$ cat src/sv/ps2s1_pkg.sv
// Shared types, codes and character tables of the set-1 scancode decoder
package ps2s1_pkg;

    localparam int unsigned CodeW   = 8;
    localparam int unsigned RegIdxW = 3;
    localparam int unsigned TableLen = 58;
    localparam int unsigned RomDepth = 64;

    // transaction kinds on the item channel
    localparam logic KindScan = 1'b0;
    localparam logic KindRead = 1'b1;

    // configuration register indices
    localparam logic [RegIdxW-1:0] RegArrowUp    = 3'd0;
    localparam logic [RegIdxW-1:0] RegArrowDown  = 3'd1;
    localparam logic [RegIdxW-1:0] RegArrowLeft  = 3'd2;
    localparam logic [RegIdxW-1:0] RegArrowRight = 3'd3;
    localparam logic [RegIdxW-1:0] RegBreak      = 3'd4;

    // scancodes
    localparam logic [CodeW-1:0] ScExtPrefix  = 8'hE0;
    localparam logic [CodeW-1:0] ScCtrlMake   = 8'h1D;
    localparam logic [CodeW-1:0] ScCtrlBreak  = 8'h9D;
    localparam logic [CodeW-1:0] ScLShiftMake = 8'h2A;
    localparam logic [CodeW-1:0] ScRShiftMake = 8'h36;
    localparam logic [CodeW-1:0] ScLShiftBrk  = 8'hAA;
    localparam logic [CodeW-1:0] ScRShiftBrk  = 8'hB6;
    localparam logic [CodeW-1:0] ScKeyC       = 8'h2E;
    localparam logic [CodeW-1:0] ScUp         = 8'h48;
    localparam logic [CodeW-1:0] ScDown       = 8'h50;
    localparam logic [CodeW-1:0] ScLeft       = 8'h4B;
    localparam logic [CodeW-1:0] ScRight      = 8'h4D;

    localparam logic [CodeW-1:0] ChBackspace = 8'h08;
    localparam logic [CodeW-1:0] ChNewline   = 8'h0A;
    localparam logic [CodeW-1:0] ChFirstPrt  = 8'h20;
    localparam logic [CodeW-1:0] ChLastPrt   = 8'h7E;

    typedef struct packed {
        logic             shift_held;
        logic             ctrl_held;
        logic             prefix_seen;
        logic [CodeW-1:0] held_char;
    } state_t;

    typedef struct packed {
        logic [CodeW-1:0] arrow_up_code;
        logic [CodeW-1:0] arrow_down_code;
        logic [CodeW-1:0] arrow_left_code;
        logic [CodeW-1:0] arrow_right_code;
        logic [CodeW-1:0] break_code;
    } cfg_t;

    // padded to 64; entries past the table are zero
    localparam logic [CodeW-1:0] PlainRom [RomDepth] = '{
        8'h00, 8'h00, 8'h31, 8'h32, 8'h33, 8'h34, 8'h35, 8'h36,
        8'h37, 8'h38, 8'h39, 8'h30, 8'h2D, 8'h3D, 8'h08, 8'h00,
        8'h71, 8'h77, 8'h65, 8'h72, 8'h74, 8'h79, 8'h75, 8'h69,
        8'h6F, 8'h70, 8'h5B, 8'h5D, 8'h0A, 8'h00, 8'h61, 8'h73,
        8'h64, 8'h66, 8'h67, 8'h68, 8'h6A, 8'h6B, 8'h6C, 8'h3B,
        8'h27, 8'h60, 8'h00, 8'h5C, 8'h7A, 8'h78, 8'h63, 8'h76,
        8'h62, 8'h6E, 8'h6D, 8'h2C, 8'h2E, 8'h2F, 8'h00, 8'h2A,
        8'h00, 8'h20, 8'h00, 8'h00, 8'h00, 8'h00, 8'h00, 8'h00
    };

    localparam logic [CodeW-1:0] ShiftRom [RomDepth] = '{
        8'h00, 8'h00, 8'h21, 8'h40, 8'h23, 8'h24, 8'h25, 8'h5E,
        8'h26, 8'h2A, 8'h28, 8'h29, 8'h5F, 8'h2B, 8'h00, 8'h00,
        8'h51, 8'h57, 8'h45, 8'h52, 8'h54, 8'h59, 8'h55, 8'h49,
        8'h4F, 8'h50, 8'h7B, 8'h7D, 8'h0A, 8'h00, 8'h41, 8'h53,
        8'h44, 8'h46, 8'h47, 8'h48, 8'h4A, 8'h4B, 8'h4C, 8'h3A,
        8'h22, 8'h7E, 8'h00, 8'h7C, 8'h5A, 8'h58, 8'h43, 8'h56,
        8'h42, 8'h4E, 8'h4D, 8'h3C, 8'h3E, 8'h3F, 8'h00, 8'h2A,
        8'h00, 8'h20, 8'h00, 8'h00, 8'h00, 8'h00, 8'h00, 8'h00
    };

endpackage

$ cat src/sv/ps2s1_item_if.sv
// Item channel: scancode byte or read request
interface ps2s1_item_if;
    logic                         valid;
    logic                         ready;
    logic                         kind;
    logic [ps2s1_pkg::CodeW-1:0]  scan_byte;

    modport source (output valid, output kind, output scan_byte, input ready);
    modport sink   (input valid, input kind, input scan_byte, output ready);
endinterface

$ cat src/sv/ps2s1_char_if.sv
// Result channel: character returned by a read
interface ps2s1_char_if;
    logic                         valid;
    logic                         ready;
    logic [ps2s1_pkg::CodeW-1:0]  char_out;

    modport source (output valid, output char_out, input ready);
    modport sink   (input valid, input char_out, output ready);
endinterface

$ cat src/sv/ps2s1_cfg_if.sv
// Configuration write channel
interface ps2s1_cfg_if;
    logic                          valid;
    logic                          ready;
    logic [ps2s1_pkg::RegIdxW-1:0] index;
    logic [ps2s1_pkg::CodeW-1:0]   data;

    modport source (output valid, output index, output data, input ready);
    modport sink   (input valid, input index, input data, output ready);
endinterface

$ cat src/sv/ps2s1_state_ram.sv
// Single-entry synchronous state memory, write-first on a same-edge read
module ps2s1_state_ram (
    input  logic              clk,
    input  logic              rst_n,
    input  logic              rd_en,
    input  logic              wr_en,
    input  ps2s1_pkg::state_t wr_data,
    output ps2s1_pkg::state_t rd_data
);

    ps2s1_pkg::state_t mem [1];
    ps2s1_pkg::state_t rd_data_reg;
    logic              written_reg;

    // entry reads as reset state until first written
    always_ff @(posedge clk or negedge rst_n)
    begin
        if (!rst_n)
        begin
            written_reg <= 1'b0;
        end
        else if (wr_en)
        begin
            written_reg <= 1'b1;
        end
    end

    always_ff @(posedge clk)
    begin
        if (wr_en)
        begin
            mem[0] <= wr_data;
        end
    end

    always_ff @(posedge clk)
    begin
        if (rd_en)
        begin
            if (wr_en)
            begin
                rd_data_reg <= wr_data;
            end
            else if (written_reg)
            begin
                rd_data_reg <= mem[0];
            end
            else
            begin
                rd_data_reg <= '0;
            end
        end
    end

    assign rd_data = rd_data_reg;

endmodule

$ cat src/sv/ps2s1_decode.sv
// Next-state logic: read clear, modifier flags, E0 prefix, arrows, ctrl-C and table lookup
module ps2s1_decode (
    input  ps2s1_pkg::state_t                cur,
    input  logic                             kind,
    input  logic [ps2s1_pkg::CodeW-1:0]      scan_byte,
    input  ps2s1_pkg::cfg_t                  cfg,
    output ps2s1_pkg::state_t                nxt,
    output logic [ps2s1_pkg::CodeW-1:0]      char_out
);

    logic [ps2s1_pkg::CodeW-1:0] rom_char;
    logic                        keepable;

    always_comb
    begin
        rom_char = cur.shift_held ? ps2s1_pkg::ShiftRom[scan_byte[5:0]]
                                  : ps2s1_pkg::PlainRom[scan_byte[5:0]];
        keepable = ((rom_char >= ps2s1_pkg::ChFirstPrt) && (rom_char <= ps2s1_pkg::ChLastPrt))
                   || (rom_char == ps2s1_pkg::ChBackspace)
                   || (rom_char == ps2s1_pkg::ChNewline);
    end

    always_comb
    begin
        nxt      = cur;
        char_out = cur.held_char;
        if (kind == ps2s1_pkg::KindRead)
        begin
            nxt.held_char = '0;
        end
        else if (scan_byte == ps2s1_pkg::ScExtPrefix)
        begin
            nxt.prefix_seen = 1'b1;
        end
        else if (scan_byte == ps2s1_pkg::ScCtrlMake)
        begin
            nxt.ctrl_held = 1'b1;
        end
        else if (scan_byte == ps2s1_pkg::ScCtrlBreak)
        begin
            nxt.ctrl_held = 1'b0;
        end
        else if ((scan_byte == ps2s1_pkg::ScLShiftMake) ||
                 (scan_byte == ps2s1_pkg::ScRShiftMake))
        begin
            nxt.shift_held = 1'b1;
        end
        else if ((scan_byte == ps2s1_pkg::ScLShiftBrk) ||
                 (scan_byte == ps2s1_pkg::ScRShiftBrk))
        begin
            nxt.shift_held = 1'b0;
        end
        else if (cur.prefix_seen)
        begin
            // byte after E0: only the four arrow makes latch anything
            nxt.prefix_seen = 1'b0;
            if (scan_byte == ps2s1_pkg::ScUp)
            begin
                nxt.held_char = cfg.arrow_up_code;
            end
            else if (scan_byte == ps2s1_pkg::ScDown)
            begin
                nxt.held_char = cfg.arrow_down_code;
            end
            else if (scan_byte == ps2s1_pkg::ScLeft)
            begin
                nxt.held_char = cfg.arrow_left_code;
            end
            else if (scan_byte == ps2s1_pkg::ScRight)
            begin
                nxt.held_char = cfg.arrow_right_code;
            end
        end
        else if (!scan_byte[ps2s1_pkg::CodeW-1])
        begin
            if (cur.ctrl_held && (scan_byte == ps2s1_pkg::ScKeyC))
            begin
                nxt.held_char = cfg.break_code;
            end
            else if ((scan_byte < ps2s1_pkg::CodeW'(ps2s1_pkg::TableLen)) && keepable)
            begin
                nxt.held_char = rom_char;
            end
        end
    end

endmodule

$ cat src/sv/ps2_set1_scancode_to_ascii.sv
// Top level of the set-1 scancode to character decoder
// Takes one transaction per clock on the item channel unless the decode stage
// stalls. Each item reads the decoder state from a one-entry synchronous memory
// at acceptance, is decoded in the following cycle and writes the state back
// as it leaves that stage; a same-edge read picks up the write, so consecutive
// items see each other's updates. A read's character is loaded into the result
// register as the read leaves the decode stage and is held until taken. The
// only stall is a read reaching the decode stage while the result register
// still holds an untaken character. Configuration writes are always taken.
module ps2_set1_scancode_to_ascii (
    input  logic    clk,
    input  logic    rst_n,
    ps2s1_item_if.sink   item,
    ps2s1_char_if.source result,
    ps2s1_cfg_if.sink    cfg
);

    ps2s1_pkg::cfg_t             cfg_reg, cfg_next;
    logic                        s1_valid_reg, s1_valid_next;
    logic                        s1_kind_reg;
    logic [ps2s1_pkg::CodeW-1:0] s1_byte_reg;
    logic                        out_valid_reg, out_valid_next;
    logic [ps2s1_pkg::CodeW-1:0] out_char_reg;

    ps2s1_pkg::state_t           cur_state;
    ps2s1_pkg::state_t           nxt_state;
    logic [ps2s1_pkg::CodeW-1:0] dec_char;
    logic                        out_free;
    logic                        s1_go;
    logic                        accept;

    assign out_free = !out_valid_reg || result.ready;
    assign s1_go    = s1_valid_reg && ((s1_kind_reg == ps2s1_pkg::KindScan) || out_free);
    assign item.ready = !s1_valid_reg || s1_go;
    assign accept   = item.valid && item.ready;

    assign cfg.ready = 1'b1;

    ps2s1_state_ram u_state_ram (
        .clk     (clk),
        .rst_n   (rst_n),
        .rd_en   (accept),
        .wr_en   (s1_go),
        .wr_data (nxt_state),
        .rd_data (cur_state)
    );

    ps2s1_decode u_decode (
        .cur       (cur_state),
        .kind      (s1_kind_reg),
        .scan_byte (s1_byte_reg),
        .cfg       (cfg_reg),
        .nxt       (nxt_state),
        .char_out  (dec_char)
    );

    always_comb
    begin
        cfg_next = cfg_reg;
        if (cfg.valid)
        begin
            unique case (cfg.index)
                ps2s1_pkg::RegArrowUp:    cfg_next.arrow_up_code    = cfg.data;
                ps2s1_pkg::RegArrowDown:  cfg_next.arrow_down_code  = cfg.data;
                ps2s1_pkg::RegArrowLeft:  cfg_next.arrow_left_code  = cfg.data;
                ps2s1_pkg::RegArrowRight: cfg_next.arrow_right_code = cfg.data;
                ps2s1_pkg::RegBreak:      cfg_next.break_code       = cfg.data;
                default:                  cfg_next = cfg_reg;
            endcase
        end
    end

    always_comb
    begin
        if (accept)
        begin
            s1_valid_next = 1'b1;
        end
        else if (s1_go)
        begin
            s1_valid_next = 1'b0;
        end
        else
        begin
            s1_valid_next = s1_valid_reg;
        end

        if (s1_go && (s1_kind_reg == ps2s1_pkg::KindRead))
        begin
            out_valid_next = 1'b1;
        end
        else if (result.ready)
        begin
            out_valid_next = 1'b0;
        end
        else
        begin
            out_valid_next = out_valid_reg;
        end
    end

    always_ff @(posedge clk or negedge rst_n)
    begin
        if (!rst_n)
        begin
            cfg_reg.arrow_up_code    <= 8'd128;
            cfg_reg.arrow_down_code  <= 8'd129;
            cfg_reg.arrow_left_code  <= 8'd130;
            cfg_reg.arrow_right_code <= 8'd131;
            cfg_reg.break_code       <= 8'd3;
            s1_valid_reg             <= 1'b0;
            out_valid_reg            <= 1'b0;
        end
        else
        begin
            cfg_reg       <= cfg_next;
            s1_valid_reg  <= s1_valid_next;
            out_valid_reg <= out_valid_next;
        end
    end

    always_ff @(posedge clk)
    begin
        if (accept)
        begin
            s1_kind_reg <= item.kind;
            s1_byte_reg <= item.scan_byte;
        end
        if (s1_go && (s1_kind_reg == ps2s1_pkg::KindRead))
        begin
            out_char_reg <= dec_char;
        end
    end

    assign result.valid    = out_valid_reg;
    assign result.char_out = out_char_reg;

endmodule

$ cat src/flat_wrapper.sv
// flat-port wrapper written by rule: the top's interface ports become plain ports
module ps2_set1_scancode_to_ascii_flat 
  (clk, rst_n, item_valid, item_kind, item_scan_byte, item_ready, result_valid, result_char_out, result_ready, cfg_valid, cfg_index, cfg_data, cfg_ready);
  ps2s1_item_if item_i ();
  ps2s1_char_if result_i ();
  ps2s1_cfg_if cfg_i ();
  input  logic clk;
  input  logic rst_n;
  input wire logic [$bits(item_i.valid)-1:0] item_valid;
  input wire logic [$bits(item_i.kind)-1:0] item_kind;
  input wire logic [$bits(item_i.scan_byte)-1:0] item_scan_byte;
  output wire logic [$bits(item_i.ready)-1:0] item_ready;
  output wire logic [$bits(result_i.valid)-1:0] result_valid;
  output wire logic [$bits(result_i.char_out)-1:0] result_char_out;
  input wire logic [$bits(result_i.ready)-1:0] result_ready;
  input wire logic [$bits(cfg_i.valid)-1:0] cfg_valid;
  input wire logic [$bits(cfg_i.index)-1:0] cfg_index;
  input wire logic [$bits(cfg_i.data)-1:0] cfg_data;
  output wire logic [$bits(cfg_i.ready)-1:0] cfg_ready;
  assign item_i.valid = item_valid;
  assign item_i.kind = item_kind;
  assign item_i.scan_byte = item_scan_byte;
  assign item_ready = item_i.ready;
  assign result_valid = result_i.valid;
  assign result_char_out = result_i.char_out;
  assign result_i.ready = result_ready;
  assign cfg_i.valid = cfg_valid;
  assign cfg_i.index = cfg_index;
  assign cfg_i.data = cfg_data;
  assign cfg_ready = cfg_i.ready;
  ps2_set1_scancode_to_ascii u_core (.clk(clk), .rst_n(rst_n), .item(item_i), .result(result_i), .cfg(cfg_i));
endmodule
$ cat config.mk
export PLATFORM = sky130hd
export DESIGN_NAME = ps2_set1_scancode_to_ascii_flat
export DESIGN_NICKNAME = d
export VERILOG_FILES = /design/src/sv/ps2s1_pkg.sv /design/src/sv/ps2s1_item_if.sv /design/src/sv/ps2s1_char_if.sv /design/src/sv/ps2s1_cfg_if.sv /design/src/sv/ps2s1_state_ram.sv /design/src/sv/ps2s1_decode.sv /design/src/sv/ps2_set1_scancode_to_ascii.sv /design/src/flat_wrapper.sv
export SDC_FILE = /design/constraint.sdc
export NUM_CORES = 1
export LEC_CHECK = 0
export ABC_AREA = 1
export BUFFER_PORTS_ARGS = -buffer_cell sky130_fd_sc_hd__clkbuf_2
export CELL_PAD_IN_SITES_DETAIL_PLACEMENT = 1
export CELL_PAD_IN_SITES_GLOBAL_PLACEMENT = 1
export CORE_UTILIZATION = 46
export DETAILED_ROUTE_END_ITERATION = 12
export PLACE_DENSITY_LB_ADDON = 0.1
export SETUP_SLACK_MARGIN = 0.4
export SLEW_MARGIN = 40
export SYNTH_ARGS = -nofsm -noshare
export SYNTH_HDL_FRONTEND = slang
export SYNTH_HIERARCHICAL = 1
export SYNTH_SLANG_ARGS = --single-unit
$ cat constraint.sdc
create_clock -name clk -period 3.6 [get_ports clk]
set_input_delay 0.36 -clock clk [delete_from_list [all_inputs] [get_ports clk]]
set_output_delay 0.36 -clock clk [all_outputs]
set_load 0.005 [all_outputs]
==> results.json <==
{
  "status": "finished, final reports clean",
  "drive_above_1_share_pct": 20.1,
  "grt_pass1_wl_um": 26200,
  "num_rows": 39,
  "cts_tree": "built",
  "n_antenna_cell": 0,
  "yosysTopAreaCellShare_pct": 21.8,
  "grtUsageTotal_pct": 29.5,
  "fin_skew_ns": 0.00776,
  "crit_type": "flip-flop to flip-flop",
  "post-route-drc-count": 0,
  "clk_pin_slew_ns": 0.06,
  "yosys_register_bits": 82,
  "drtIter0Drc": 197,
  "p_per_area_nw_per_um2": 464,
  "io_pins": 36,
  "fin_crit_sh_pct": 82.7,
  "setup_violations": 0,
  "htreeDepth": 3,
  "antenna_left": 0,
  "postCtsHoldBufs": 0,
  "grt_max_degree": 44,
  "totalPowerFinal_mw": 2.75,
  "arrival_ns": 3.08,
  "r2r_cells": 22,
  "min_period_ns": 2.98,
  "clk_latency_ns": 0.35,
  "chipWidth_um": 110,
  "ctsLongestPathBuffers": 2,
  "yosysTopAreaCell": "edfxtp_1",
  "fin_nets": 748,
  "yosys_most_used_dff": "edfxtp_1",
  "ys_seq_area_share_pct": 42.0,
  "yosys.cell_types.count": 40,
  "vias_per_cell": 5.70,
  "slew_viol_final": 0,
  "grt_pass1_vias": 4875,
  "fill_cells": 1418,
  "r2r_slack_ns": 0.62,
  "start_util_pct": 47.2,
  "worstPathRequired_ns": 3.70,
  "cpPeakStageDelay_ns": 0.44,
  "slowest_stage": "edfxtp_1",
  "root_buffer": "clkbuf_16",
  "timing.rr.start": "u_core/s1_byte_reg[1]$_DFFE_PP_",
  "endpoint_kind": "flip-flop",
  "synth_nets": 726,
  "crit_path_start_kind": "flip-flop",
  "slew_headroom_pct": 51.9,
  "postPlaceCellArea_um2": 5470,
  "cap_violations": 0,
  "dpl.hpwl_um": 12300,
  "hp-class": "primary input to async pin",
  "synth_edf_count": 39,
  "die_h_um": 110,
  "leakage_nw": 2.81,
  "core_area_um2": 11400,
  "port_buffers": 34,
  "seqCellArea_um2": 2260,
  "first_pass_iters": 4,
  "tightest_slew_ns": 0.718,
  "cp-startpoint": "u_core/s1_byte_reg[1]$_DFFE_PP_",
  "fmax_mhz": 336,
  "design_area_um2": 5920,
  "rsz0062_at_grt": "no",
  "dpl.cell_count": 831,
  "syn_area_um2": 5380,
  "largest_reg_flops": 40,
  "drt_wl_total_um": 16900,
  "layout.cells.non_filler": 859,
  "grt-ovfl-total": 0,
  "syn_inst": 689,
  "routedWlPerCell_um": 19.6,
  "tns_ns": 0,
  "yosys_warnings": 6,
  "dr_total_vias": 4895,
  "cts.sinks": 82,
  "path_common_cell": "nand2_1",
  "crit_path_cell_trace": "buf_4 -> ha_1 -> nand2_1 -> nand2_1 -> nor2_1 -> nor2_1 -> nand2_1 -> nand3_1 -> nand2_2 -> nand3_1 -> nand2_1 -> nand2_1 -> nand2_4 -> nand2_4 -> nand2_1 -> nand3_1 -> nand2_1 -> nand2_1 -> nand2_1 -> a21oi_2 -> nand2_1 -> nand2_1",
  "synth_most_common_cell": "nand2_1",
  "synth_common_cells": "242 x nand2_1, 64 x nand3_1, 44 x inv_1",
  "die_area_um2": 12100,
  "timing.rr.end": "u_core/u_state_ram/rd_data[0]$_DFFE_PP_",
  "multi_input_area_um2": 2670,
  "syn_area_per_cell_um2": 7.81,
  "synthArstFlopShare_pct": 52.4,
  "gp_congestion": 0.939,
  "hold_violations": 0,
  "ir_drop_v": 0.000525,
  "ys_top_cells_by_area": "edfxtp_1 22%, nand2_1 17%, dfrtp_1 15%",
  "cts_buffers": 9,
  "crit_fanout": 9,
  "antenna_found_initial": 0,
  "syn_to_final_growth_pct": 9.95
}
-- worst max-delay path by stage --
stage                                              end  slack (ns)  depth (start not counted)
2_1_floorplan  u_core/u_state_ram/rd_data[0]$_DFFE_PP_        1.02                         22
3_3_place_gp   u_core/u_state_ram/rd_data[5]$_DFFE_PP_        0.44                         22
3_5_place_dp   u_core/u_state_ram/rd_data[5]$_DFFE_PP_        0.31                         22
4_1_cts        u_core/u_state_ram/rd_data[0]$_DFFE_PP_        0.42                         21
5_1_grt        u_core/u_state_ram/rd_data[5]$_DFFE_PP_        0.38                         23
6_report       u_core/u_state_ram/rd_data[0]$_DFFE_PP_        0.62                         22
-- power breakdown --
part	leakage [nW]	switching (mW)	internal, mW
clock	0.153	0.368	0.590
sequential	0.899	0.109	1.14
combinational	1.75	0.354	0.182
-- per-layer routing --
metal  global-route usage (%)  up-vias  wire length [µm]
met3                     5.35       26               596
met4                     10.9        0               400
li1                         -     2345                 -
met5                        0        -                 0
met2                     49.1      111              8310
met1                     38.1     2413              7550
-- logic make-up (layout without fill, tap and decap cells) --
group | after synthesis | after routing | synth area share (%)
compound gates | 89 | 89 | 10.4
other cells | 1 | 1 | 0.0697
fa+ha+maj | 12 | 12 | 2.79
mux | 2 | 2 | 0.372
simple gates | 409 | 409 | 35.2
flops | 82 | 82 | 42.0
buf+inv | 94 | 121 | 9.25
-- per-stage QoR --
step | util (%) | hold WS [ns] | setup slack, ns
4_1_cts | 51.0 | 0.0567 | 0.423
5_1_grt | 51.8 | 0.0910 | 0.377
3_5_place_dp | 47.9 | 0.427 | 0.314
2_1_floorplan | - | 0.0644 | 1.02
3_3_place_gp | 47.9 | 0.456 | 0.436
6_report | 51.8 | 0.0368 | 0.621
-- layout by cell type (no fill, tap or decap), types with 3 or more instances in the layout --
cell / n
edfxtp_1: 39
clkinv_1: 4
nor2_1: 26
nand3_2: 13
o211ai_1: 10
nand2_1: 241
o21ai_1: 6
clkbuf_16: 11
o21ai_0: 23
ha_1: 8
clkbuf_2: 33
dfstp_2: 10
nand3_1: 64
or2_2: 6
nor2_2: 6
nand2_4: 3
a31oi_1: 9
nand2_2: 7
inv_1: 41
o21ai_2: 9
inv_2: 9
clkbuf_1: 3
a21oi_1: 17
ha_2: 3
dfrtp_1: 33
buf_4: 16
a21oi_2: 7
nor2_4: 5
nand4_1: 32
-- area by class of cell --
| cell class | instances | share of cell area, % |
|---|---|---|
| well taps | 143 | 3.02 |
| inverters | 55 | 3.53 |
| flip-flops and latches | 82 | 38.2 |
| repair buffers | 50 | 4.95 |
| clock buffers | 16 | 5.31 |
| multi-input cells | 513 | 45.0 |
-- critical path, delay by kind of cell, from the launching register on --
kind,cells,cell delay (ns)
AO/OA/AOI/OAI,1,0.07
adder cells (fa/ha/maj),1,0.26
buffers and inverters,1,0.21
flip-flops,1,0.44
AND/OR/NAND/NOR,19,1.75
-- repair_timing --
action,in CTS,in global routing
pin swaps,0,3
buffers inserted,4,8
gates resized for setup,1,11
setup endpoints to repair,9,16
Power figures use the tool's default switching activity.
